**src/hdl/fjt_pkg.sv**
```systemverilog
// ----------------------------------------------------------------------------
// fjt_pkg
// Shared types, codes and helpers of the flat JSON pair tokenizer.
// ----------------------------------------------------------------------------
package fjt_pkg;

  localparam int FJT_QUEUE_DEPTH = 2;

  localparam logic [7:0] CH_QUOTE  = 8'h22;
  localparam logic [7:0] CH_BSLASH = 8'h5C;
  localparam logic [7:0] CH_LBRACE = 8'h7B;
  localparam logic [7:0] CH_RBRACE = 8'h7D;
  localparam logic [7:0] CH_COLON  = 8'h3A;
  localparam logic [7:0] CH_COMMA  = 8'h2C;

  localparam logic FUNC_BYTE = 1'b0;
  localparam logic FUNC_END  = 1'b1;

  localparam logic [2:0] ST_OK        = 3'd0;
  localparam logic [2:0] ST_KEY_ERR   = 3'd1;
  localparam logic [2:0] ST_NO_COLON  = 3'd2;
  localparam logic [2:0] ST_VAL_ERR   = 3'd3;
  localparam logic [2:0] ST_EMPTY_OBJ = 3'd4;
  localparam logic [2:0] ST_EMPTY_TXT = 3'd5;

  localparam logic [1:0] CK_NONE  = 2'd0;
  localparam logic [1:0] CK_KEY   = 2'd1;
  localparam logic [1:0] CK_VALUE = 2'd2;

  typedef enum logic [3:0] {
    PH_START    = 4'd0,
    PH_OPEN     = 4'd1,
    PH_MAIN     = 4'd2,
    PH_KEY      = 4'd3,
    PH_KEY_ESC  = 4'd4,
    PH_COLON    = 4'd5,
    PH_VAL_WAIT = 4'd6,
    PH_BARE     = 4'd7,
    PH_VSTR     = 4'd8,
    PH_VSTR_ESC = 4'd9,
    PH_DONE     = 4'd10
  } phase_t;

  typedef enum logic [2:0] {
    CLS_OTHER  = 3'd0,
    CLS_SPACE  = 3'd1,
    CLS_QUOTE  = 3'd2,
    CLS_BSLASH = 3'd3,
    CLS_LBRACE = 3'd4,
    CLS_RBRACE = 3'd5,
    CLS_COLON  = 3'd6,
    CLS_COMMA  = 3'd7
  } cls_t;

  typedef struct packed {
    logic       func;
    logic [7:0] text_byte;
    cls_t       cls;
  } item_t;

  typedef struct packed {
    logic [1:0] char_kind;
    logic [7:0] out_char;
    logic       key_end;
    logic       value_end;
    logic       text_done;
    logic [2:0] status;
  } result_t;

  // Handshake between the front queue and the back end.
  typedef struct packed {
    logic  valid;
    item_t item;
  } front_out_t;

  function automatic cls_t classify(input logic [7:0] c);
    cls_t k;
    k = CLS_OTHER;
    if (c inside {8'h20, [8'h09:8'h0D]}) begin
      k = CLS_SPACE;
    end else begin
      case (c)
        CH_QUOTE:  k = CLS_QUOTE;
        CH_BSLASH: k = CLS_BSLASH;
        CH_LBRACE: k = CLS_LBRACE;
        CH_RBRACE: k = CLS_RBRACE;
        CH_COLON:  k = CLS_COLON;
        CH_COMMA:  k = CLS_COMMA;
        default:   k = CLS_OTHER;
      endcase
    end
    return k;
  endfunction

endpackage

```
**src/hdl/fjt_fifo.sv**
```systemverilog
// ----------------------------------------------------------------------------
// fjt_fifo
// Small register-based first-in first-out queue with full and empty flags.
// ----------------------------------------------------------------------------
module fjt_fifo #(
  parameter int WIDTH = 8,
  parameter int DEPTH = 2   // at least 2
) (
  input  logic             clk,
  input  logic             rst,
  input  logic             wr_en,
  input  logic [WIDTH-1:0] wr_data,
  output logic             full,
  input  logic             rd_en,
  output logic [WIDTH-1:0] rd_data,
  output logic             empty
);

  localparam int PW = $clog2(DEPTH);
  localparam int CW = $clog2(DEPTH + 1);

  logic [WIDTH-1:0] mem [DEPTH];
  logic [PW-1:0]    wr_ptr;
  logic [PW-1:0]    rd_ptr;
  logic [CW-1:0]    count;
  logic             do_wr;
  logic             do_rd;

  assign full    = (count == CW'(DEPTH));
  assign empty   = (count == '0);
  assign do_wr   = wr_en && !full;
  assign do_rd   = rd_en && !empty;
  assign rd_data = mem[rd_ptr];

  always_ff @(posedge clk) begin
    if (do_wr) begin
      mem[wr_ptr] <= wr_data;
    end
  end

  always_ff @(posedge clk) begin
    if (rst) begin
      wr_ptr <= '0;
      rd_ptr <= '0;
      count  <= '0;
    end else begin
      if (do_wr) begin
        wr_ptr <= (wr_ptr == PW'(DEPTH - 1)) ? '0 : wr_ptr + 1'b1;
      end
      if (do_rd) begin
        rd_ptr <= (rd_ptr == PW'(DEPTH - 1)) ? '0 : rd_ptr + 1'b1;
      end
      if (do_wr && !do_rd) begin
        count <= count + 1'b1;
      end else if (do_rd && !do_wr) begin
        count <= count - 1'b1;
      end
    end
  end

endmodule

```
**src/hdl/fjt_front.sv**
```systemverilog
// ----------------------------------------------------------------------------
// fjt_front
// Accepts input transactions, classifies each byte and queues it for the
// back end.
// ----------------------------------------------------------------------------
module fjt_front import fjt_pkg::*; #(
  parameter int QUEUE_DEPTH = FJT_QUEUE_DEPTH
) (
  input  logic       clk,
  input  logic       rst,
  input  logic       push,
  input  logic       func,
  input  logic [7:0] text_byte,
  output logic       full,
  input  logic       take,
  output front_out_t front_out
);

  item_t in_item;
  item_t q_item;
  logic  q_empty;

  always_comb begin
    in_item.func      = func;
    in_item.text_byte = text_byte;
    in_item.cls       = classify(text_byte);
  end

  fjt_fifo #(
    .WIDTH ($bits(item_t)),
    .DEPTH (QUEUE_DEPTH)
  ) u_queue (
    .clk     (clk),
    .rst     (rst),
    .wr_en   (push),
    .wr_data (in_item),
    .full    (full),
    .rd_en   (take),
    .rd_data (q_item),
    .empty   (q_empty)
  );

  assign front_out.valid = !q_empty;
  assign front_out.item  = q_item;

endmodule

```
**src/hdl/fjt_back.sv**
```systemverilog
// ----------------------------------------------------------------------------
// fjt_back
// Scanner state machine: turns classified bytes into key and value
// characters and end markers, and queues one result per item.
// ----------------------------------------------------------------------------
module fjt_back import fjt_pkg::*; #(
  parameter int QUEUE_DEPTH = FJT_QUEUE_DEPTH
) (
  input  logic       clk,
  input  logic       rst,
  input  front_out_t front_out,
  output logic       take,
  input  logic       pop,
  output logic       empty,
  output result_t    result
);

  phase_t     phase;
  phase_t     phase_next;
  logic       seen_byte;
  logic       seen_byte_next;
  logic [2:0] latched_status;
  logic [2:0] latched_status_next;
  result_t    res;
  logic       res_full;
  item_t      it;
  logic       is_space;
  logic       is_sep;

  assign it       = front_out.item;
  assign take     = front_out.valid && !res_full;
  assign is_space = (it.cls == CLS_SPACE);
  assign is_sep   = (it.cls == CLS_COMMA) || (it.cls == CLS_RBRACE);

  always_ff @(posedge clk) begin
    if (rst) begin
      phase          <= PH_START;
      seen_byte      <= 1'b0;
      latched_status <= ST_OK;
    end else if (take) begin
      phase          <= phase_next;
      seen_byte      <= seen_byte_next;
      latched_status <= latched_status_next;
    end
  end

  always_comb begin
    phase_next          = phase;
    seen_byte_next      = seen_byte;
    latched_status_next = latched_status;
    res                 = '0;
    if (it.func == FUNC_END) begin
      res.text_done = 1'b1;
      case (phase)
        PH_START, PH_OPEN: res.status = seen_byte ? ST_OK : ST_EMPTY_TXT;
        PH_KEY, PH_KEY_ESC: res.status = ST_KEY_ERR;
        PH_COLON: res.status = ST_NO_COLON;
        PH_VAL_WAIT, PH_BARE: res.value_end = 1'b1;
        PH_VSTR, PH_VSTR_ESC: res.status = ST_VAL_ERR;
        PH_DONE: res.status = latched_status;
        default: res.status = ST_OK;
      endcase
      // The end of text returns the scanner to its reset state.
      phase_next          = PH_START;
      seen_byte_next      = 1'b0;
      latched_status_next = ST_OK;
    end else begin
      seen_byte_next = 1'b1;
      case (phase)
        PH_START: begin
          if (it.cls == CLS_LBRACE) phase_next = PH_OPEN;
          else if (it.cls == CLS_QUOTE) phase_next = PH_KEY;
          else if (!is_space) phase_next = PH_MAIN;
        end
        PH_OPEN: begin
          if (it.cls == CLS_RBRACE) begin
            latched_status_next = ST_EMPTY_OBJ;
            phase_next          = PH_DONE;
          end else if (it.cls == CLS_QUOTE) begin
            phase_next = PH_KEY;
          end else if (!is_space) begin
            phase_next = PH_MAIN;
          end
        end
        PH_KEY: begin
          if (it.cls == CLS_QUOTE) begin
            res.key_end = 1'b1;
            phase_next  = PH_COLON;
          end else if (it.cls == CLS_BSLASH) begin
            phase_next = PH_KEY_ESC;
          end else begin
            res.char_kind = CK_KEY;
            res.out_char  = it.text_byte;
          end
        end
        PH_KEY_ESC: begin
          res.char_kind = CK_KEY;
          res.out_char  = it.text_byte;
          phase_next    = PH_KEY;
        end
        PH_COLON: begin
          if (it.cls == CLS_COLON) begin
            phase_next = PH_VAL_WAIT;
          end else if (!is_space) begin
            latched_status_next = ST_NO_COLON;
            phase_next          = PH_DONE;
          end
        end
        PH_VAL_WAIT: begin
          if (it.cls == CLS_QUOTE) begin
            phase_next = PH_VSTR;
          end else if (is_sep) begin
            // A separator right away closes an empty bare value.
            res.value_end = 1'b1;
            phase_next    = PH_MAIN;
          end else if (!is_space) begin
            res.char_kind = CK_VALUE;
            res.out_char  = it.text_byte;
            phase_next    = PH_BARE;
          end
        end
        PH_BARE: begin
          if (is_sep) begin
            res.value_end = 1'b1;
            phase_next    = PH_MAIN;
          end else if (!is_space) begin
            res.char_kind = CK_VALUE;
            res.out_char  = it.text_byte;
          end
        end
        PH_VSTR: begin
          if (it.cls == CLS_QUOTE) begin
            res.value_end = 1'b1;
            phase_next    = PH_MAIN;
          end else if (it.cls == CLS_BSLASH) begin
            phase_next = PH_VSTR_ESC;
          end else begin
            res.char_kind = CK_VALUE;
            res.out_char  = it.text_byte;
          end
        end
        PH_VSTR_ESC: begin
          res.char_kind = CK_VALUE;
          res.out_char  = it.text_byte;
          phase_next    = PH_VSTR;
        end
        PH_DONE: begin
          phase_next = PH_DONE;
        end
        default: begin
          // Between pairs, and any unused phase code.
          phase_next = (it.cls == CLS_QUOTE) ? PH_KEY : PH_MAIN;
        end
      endcase
    end
  end

  fjt_fifo #(
    .WIDTH ($bits(result_t)),
    .DEPTH (QUEUE_DEPTH)
  ) u_result_queue (
    .clk     (clk),
    .rst     (rst),
    .wr_en   (take),
    .wr_data (res),
    .full    (res_full),
    .rd_en   (pop),
    .rd_data (result),
    .empty   (empty)
  );

endmodule

```
**src/hdl/flat_json_pair_tokenizer.sv**
```systemverilog
// ----------------------------------------------------------------------------
// flat_json_pair_tokenizer
// Streaming tokenizer for the keys and values of a flat JSON object.
// ----------------------------------------------------------------------------
// Each input transaction carries one text byte or, with func high, the end of
// the text; each yields exactly one result transaction carrying a key or value
// character, key and value end marks, and on the end item the text status.
// The block sustains one item per clock while neither queue is full and the
// consumer pops: a front queue holds classified bytes, the scanner updates
// its phase once for each item it takes, and a result queue of QUEUE_DEPTH
// entries decouples it from the consumer. An accepted item is registered in
// the front queue and then in the result queue before it reaches the outputs.
module flat_json_pair_tokenizer import fjt_pkg::*; #(
  parameter int QUEUE_DEPTH = FJT_QUEUE_DEPTH
) (
  input  logic       clk,
  input  logic       rst,
  input  logic       push,
  input  logic       func,
  input  logic [7:0] text_byte,
  output logic       full,
  input  logic       pop,
  output logic       empty,
  output logic [1:0] char_kind,
  output logic [7:0] out_char,
  output logic       key_end,
  output logic       value_end,
  output logic       text_done,
  output logic [2:0] status
);

  front_out_t front_out;
  logic       take;
  result_t    result;

  fjt_front #(
    .QUEUE_DEPTH (QUEUE_DEPTH)
  ) u_front (
    .clk       (clk),
    .rst       (rst),
    .push      (push),
    .func      (func),
    .text_byte (text_byte),
    .full      (full),
    .take      (take),
    .front_out (front_out)
  );

  fjt_back #(
    .QUEUE_DEPTH (QUEUE_DEPTH)
  ) u_back (
    .clk       (clk),
    .rst       (rst),
    .front_out (front_out),
    .take      (take),
    .pop       (pop),
    .empty     (empty),
    .result    (result)
  );

  assign char_kind = result.char_kind;
  assign out_char  = result.out_char;
  assign key_end   = result.key_end;
  assign value_end = result.value_end;
  assign text_done = result.text_done;
  assign status    = result.status;

`ifndef SYNTH
  // The result queue is empty in the cycle after reset.
  a_empty_after_reset: assert property (@(posedge clk)
    rst |=> empty) else $error("result queue not empty after reset");

  // The end item never carries a character or a key end.
  a_done_alone: assert property (@(posedge clk) disable iff (rst)
    (!empty && text_done) |-> (char_kind == CK_NONE && !key_end))
    else $error("end-of-text result carries a character");

  // A status is only reported on the end item.
  a_status_on_done: assert property (@(posedge clk) disable iff (rst)
    (!empty && !text_done) |-> (status == ST_OK))
    else $error("status reported without end of text");

  // A key end is a closing quote and never a character.
  a_key_end_alone: assert property (@(posedge clk) disable iff (rst)
    (!empty && key_end) |-> (char_kind == CK_NONE && !value_end))
    else $error("key end combined with other output");
`endif

endmodule

```
**config.mk**
```make
export PLATFORM = sky130hd
export DESIGN_NAME = flat_json_pair_tokenizer
export DESIGN_NICKNAME = d
export VERILOG_FILES = /design/src/hdl/fjt_pkg.sv /design/src/hdl/fjt_fifo.sv /design/src/hdl/fjt_front.sv /design/src/hdl/fjt_back.sv /design/src/hdl/flat_json_pair_tokenizer.sv
export SDC_FILE = /design/constraint.sdc
export NUM_CORES = 1
export LEC_CHECK = 0
export BUFFER_PORTS_ARGS = -buffer_cell sky130_fd_sc_hd__buf_2
export CAP_MARGIN = 20
export CORE_MARGIN = 1.5
export CORE_UTILIZATION = 60
export DETAILED_ROUTE_END_ITERATION = 16
export GPL_TIMING_DRIVEN = 0
export PLACE_DENSITY = 0.85
export SETUP_SLACK_MARGIN = 0.1
export SLEW_MARGIN = 20
export SYNTH_ARGS = -nofsm -noshare
export SYNTH_HDL_FRONTEND = slang
export SYNTH_SLANG_ARGS = --single-unit
```
**constraint.sdc**
```tcl
create_clock -name clk -period 6.4 [get_ports clk]
set_clock_uncertainty 0.2 [all_clocks]
set_input_delay 0.32 -clock clk [delete_from_list [all_inputs] [get_ports clk]]
set_output_delay 0.32 -clock clk [all_outputs]
set_load 0.05 [all_outputs]
```
* Word-level counts from Yosys, hierarchy flattened
Memory sizes are Yosys's and may differ from the RTL's. A register that Yosys moved wholly into a read port is not among the register bits.
Cells that the tools add are included.
** Cells by class
- Reduce and logical (&&, ||, !) cells :: 32
- Equality and inequality tests :: 33
- Muxes and demuxes :: 60
- $lt $le $gt $ge :: 2
- Add/sub/neg operators :: 8
** Operator list (count)
- 4-bit two-way mux :: 16
- 10-bit one-hot mux with 6 select lines :: 1
- 10-bit two-way mux :: 5
- 4-bit one-hot mux with 10 select lines :: 1
- 8-bit by 6-bit equality test with 1-bit output, second input constant :: 4
- 8-bit by 7-bit equality test with 1-bit output, second input constant :: 3
- 1-bit two-way mux :: 20
- 3-bit two-way mux :: 6
- 9-bit two-way mux :: 2
- 3-bit one-hot mux with 6 select lines :: 1
- 4-bit by 3-bit equality test with 1-bit output, second input constant :: 4
- 3-bit one-hot mux with 5 select lines :: 1
- 3-bit equality test, second input constant :: 4
- 4-bit equality test, second input constant :: 3
- 11-bit two-way mux :: 1
- 1-bit logical AND :: 10
- 8-bit by 4-bit greater-or-equal comparator with 1-bit output, second input constant :: 1
- 8-bit by 4-bit less-or-equal comparator with 1-bit output, second input constant :: 1
- 1-bit zero test :: 8
- 2-bit two-way mux :: 4
- 4-bit by 1-bit != test with 1-bit output, second input constant :: 2
- 2-bit OR reduction :: 4
- 3-bit by 2-bit equality test with 1-bit output, second input constant :: 2
- 3-bit by 1-bit != test with 1-bit output, second input constant :: 2
- 19 further kinds :: 29
** Word-level totals
- Bits in registers :: 16
- Memory bits (writable) :: 56
- Logic and storage cells :: 146
- Bits of input ports :: 13
- Output and inout port bits :: 18
- Memories :: 2
** Memory list
- u_back.u_result_queue.mem :: depth 2, bits a word 16, read ports 1, clocked after memory_dff 1, wr ports 1, line fjt_fifo.sv:22 : logic [WIDTH-1:0] mem [DEPTH];
- u_front.u_queue.mem :: depth 2, bits a word 12, read ports 1, clocked after memory_dff 1, wr ports 1, line fjt_fifo.sv:22

* Logic depth before layout (Yosys ltp)
- Depth in word-level cells :: 8
- Mapped depth :: 7
- Depth with buffers taken out :: 7

* Cells and area by module
Synthesis repeated with hierarchy kept, for this count alone.
** Unflattened totals
- Cells, all modules :: 319
- Area, all modules :: 3677.3 um^2
** Modules (own cells, without submodules)
- fjt_fifo at u_back.u_result_queue :: area an instance 1368.8 um^2, cells an instance 75, times used 1, sequential area each 1061.0 um^2
- fjt_fifo at u_front.u_queue :: area an instance 1078.5 um^2, cells an instance 62, times used 1, sequential area each 820.8 um^2
- fjt_back :: area an instance 1043.5 um^2, cells an instance 153, times used 1, sequential area each 140.1 um^2
- fjt_front :: area an instance 186.4 um^2, cells an instance 29, times used 1, sequential area each 0.0 um^2

* Least setup slack after synthesis
Ideal clock, no wire load.
- Path type :: reg-to-reg
- Start :: mem u_front.u_queue.mem[0][2] in the netlist's numbering
- End :: mem u_back.u_result_queue.mem[0][10] in the netlist's numbering (data pin)
- Library setup time :: 278 ps
- Setup slack :: 4228 ps
- Buffers on the path :: 1
- Cell stages (with the launch flop) :: 7
- Data arrival time :: 1694 ps
- Path through :: edfxtp_1 -> buf_2 -> or4b_1 -> nand2_1 -> a211oi_1 -> o21ai_1 -> a21oi_1
** RTL lines (line)
- start, declared :: fjt_fifo.sv:22
- end, declared :: fjt_fifo.sv:22

==> impl_metrics.tcl <==
set metrics [dict create \
    status "complete, no violations" \
    slew_violations 0 \
    rsz0062_at_grt "false" \
    maxCapViolCount 0 \
    grtUsageTotal_pct 25.7 \
    synth_top_area_cell "edfxtp_1" \
    dieArea_sq_mm 0.00676 \
    root_buffer "clkbuf_8" \
    ioPinCount 31 \
    vias_per_cell 6.38 \
    cp-start-kind "flip-flop" \
    synth_edf_count 56 \
    seq_area_frac_synth_pct 53.7 \
    grt_max_degree 17 \
    drtAntennaViolNets 0 \
    crit_path_max_fanout 10 \
    post-route-min-period_ns 2.64 \
    ys_warn_count 0 \
    muxShareOfSynthArea_pct 8.67 \
    initial_core_util_pct 62.9 \
    slew_headroom_pct 35.2 \
    fp.dieH_microns 82.2 \
    cp.arrival_ns 2.12 \
    synth_top_area_share_pct 44.7 \
    grt_pass1_vias 2662 \
    areaGrowthSynthToFinish_pct 13.5 \
    clkSlewWorstSetupHoldPaths_ns 0.08 \
    total_power_mw 1.93 \
    synth_compound_area_share_pct 13.4 \
    htreeDepth 3 \
    drt_first_pass_iters 5 \
    drtIter0Drc 356 \
    coreArea_sq_mm 0.00599 \
    fin_nets 396 \
    fin_setup_tns_ns 0 \
    vias 2941 \
    wl_per_cell_microns 18.2 \
    port_buffers 30 \
    syn_area_sq_mm 0.00377 \
    clock_latency_ns 0.35 \
    setup_viol 0 \
    setup_ws_ns 3.76 \
    drive_above_1_share_pct 19.7 \
    period_share_pct 41.3 \
    dieWidth_microns 82.2 \
    cts_buffers 9 \
    clock.fmax_ghz 0.379 \
    cts_tree "yes" \
    yosys.area_share.simple_pct 17.3 \
    grt_pass1_wl_microns 12700 \
    power_density_mw_per_mm2 451 \
    ys.flop_type "edfxtp_1" \
    drc_errors 0 \
    syn_avg_cell_area_sq_um 11.1 \
    path_class "reg -> out" \
    dp.cells 443 \
    p_leak_nw 1.54 \
    clock_sinks 73 \
    antenna_found_initial 0 \
    place_congestion 0.976 \
    row_count 28 \
    synthArstFlopShare_pct 0 \
    hold_path.class "in -> reg" \
    hold_violations 0 \
    synth_cell_types 64 \
    stdcell_count 461 \
    wl_microns 8380 \
    ys_ff_latch 73 \
    synth_top_family_by_area "simple AND/OR/NAND/NOR gates" \
    synth_fp_nets 353 \
    n_antenna_cell 0 \
    syn_inst 338 \
    clockBufferDepth 2 \
    synth.most_common_cell "edfxtp_1" \
    critPathRequiredTime_ns 5.88 \
    endpoint_kind "primary output" \
    ir_drop_mv 0.292 \
    dp_hpwl_microns 5750 \
    synth_area_leaders "edfxtp_1 (45%), dfxtp_1 (9.0%), mux2_2 (5.4%)" \
    tightest_slew_ns 0.969 \
    yosys.area_share.adder_pct 0.664 \
    ctsResizeCount 0 \
    synth.cells.most_frequent "edfxtp_1 (56), nor2_1 (25), nand2_1 (23)" \
    yosys.area_share.xor_xnor_pct 2.56 \
    grt_remaining_overflow 0 \
    dp_slack_ns 3.83 \
]
[final cells by class]
class                           count  area, sq um
Sequential cell                    73         2020
Fill cell                         432         1720
Multi-Input combinational cell    232         1610
Timing Repair Buffer               32          170
Clock buffer                       10          128
Clock inverter                      6          114
Tap cell                           75         93.8
Buffer                             19         87.6
Inverter                           14         52.6
[where the power goes]
part	internal [mW]	total [mW]	switching, mW	leakage, nW
combinational	0.243	0.787	0.545	0.761
sequential	0.654	0.710	0.0563	0.669
clock	0.260	0.432	0.172	0.113
total	1.16	1.93	0.773	1.54
[layer usage]
layer,GRT usage [%],up-vias,share of wire (%)
met5,0,-,0
met4,12.9,0,2.3
met3,7.14,24,7.1
met2,41.5,139,48
met1,31.6,1403,42
li1,-,1375,-
[repair_timing]
| action | CTS | global route |
|---|---|---|
| setup buffers | 0 | 0 |
| hold buffers | 2 | 0 |
| hold endpoints to repair | 4 | 0 |
[state kept, by name, indices dropped and copies added, names as in the netlist, named ones only]
signal / flops
u_back.latched_status: 2
u_back.u_result_queue.rd_ptr: 1
u_front.u_queue.wr_ptr: 1
u_back.phase: 4
u_back.u_result_queue.mem: 32
u_back.u_result_queue.wr_ptr: 1
u_front.u_queue.mem: 24
u_front.u_queue.count: 2
u_front.u_queue.rd_ptr: 1
u_back.seen_byte: 1
u_back.u_result_queue.count: 2
[logic make-up after synthesis]
kind of cell | after synthesis
and+or+nand+nor | 115
AOI/OAI and AO/OA | 74
DFF | 73
buffers and inverters | 33
muxes | 30
xor gates and xnor gates | 11
adders and majority gates | 2
[critical path: stages, from the launching register on]
cell and delay (ns):
dfxtp_1 0.35, clkbuf_1 0.33, buf_1 0.47, mux2_2 0.41
buf_2 0.21
[layout by cell type, fill, tap and decap left out, types with 5 or more instances in the layout]
cell | Yosys | layout
inv_1 | 13 | 13
clkbuf_8 | 0 | 9
nor2b_1 | 5 | 5
o32ai_1 | 6 | 6
mux2_2 | 18 | 18
clkbuf_1 | 11 | 12
nand3_1 | 7 | 7
nand2b_1 | 7 | 7
a21oi_1 | 20 | 20
or4_1 | 5 | 5
o22ai_1 | 5 | 5
nand2_1 | 23 | 23
mux2i_1 | 11 | 11
edfxtp_1 | 56 | 56
dfxtp_1 | 17 | 17
xor2_1 | 9 | 9
nor2_1 | 25 | 24
buf_2 | 3 | 33
o21ai_0 | 11 | 11
nor3_1 | 9 | 9
[per-stage QoR]
step	hold slack [ns]	area, sq um	util, %
floorplan	0.189	3770	-
global placement	0.288	4010	66.9
detailed placement	0.292	4010	67.0
CTS	0.00825	4270	71.3
global route	0.0176	4270	71.3
finish	0.0206	4270	71.3
[worst paths after layout]
check,startpoint,to,slack [ns],depth (start not counted)
worst min register to register,u_front.u_queue.count[1]$_SDFFE_PP0P_,u_front.u_queue.count[1]$_SDFFE_PP0P_,0.31,2
worst min-delay path,text_byte[5],u_front.u_queue.mem[1][8]$_DFFE_PP_,0.02,1
worst max register to register,u_front.u_queue.mem[0][2]$_DFFE_PP_,u_back.u_result_queue.mem[1][10]$_DFFE_PP_,3.79,6
worst max-delay path,flip-flop,out_char[2],3.76,4
No activity file was read; power rests on OpenSTA's default activity.
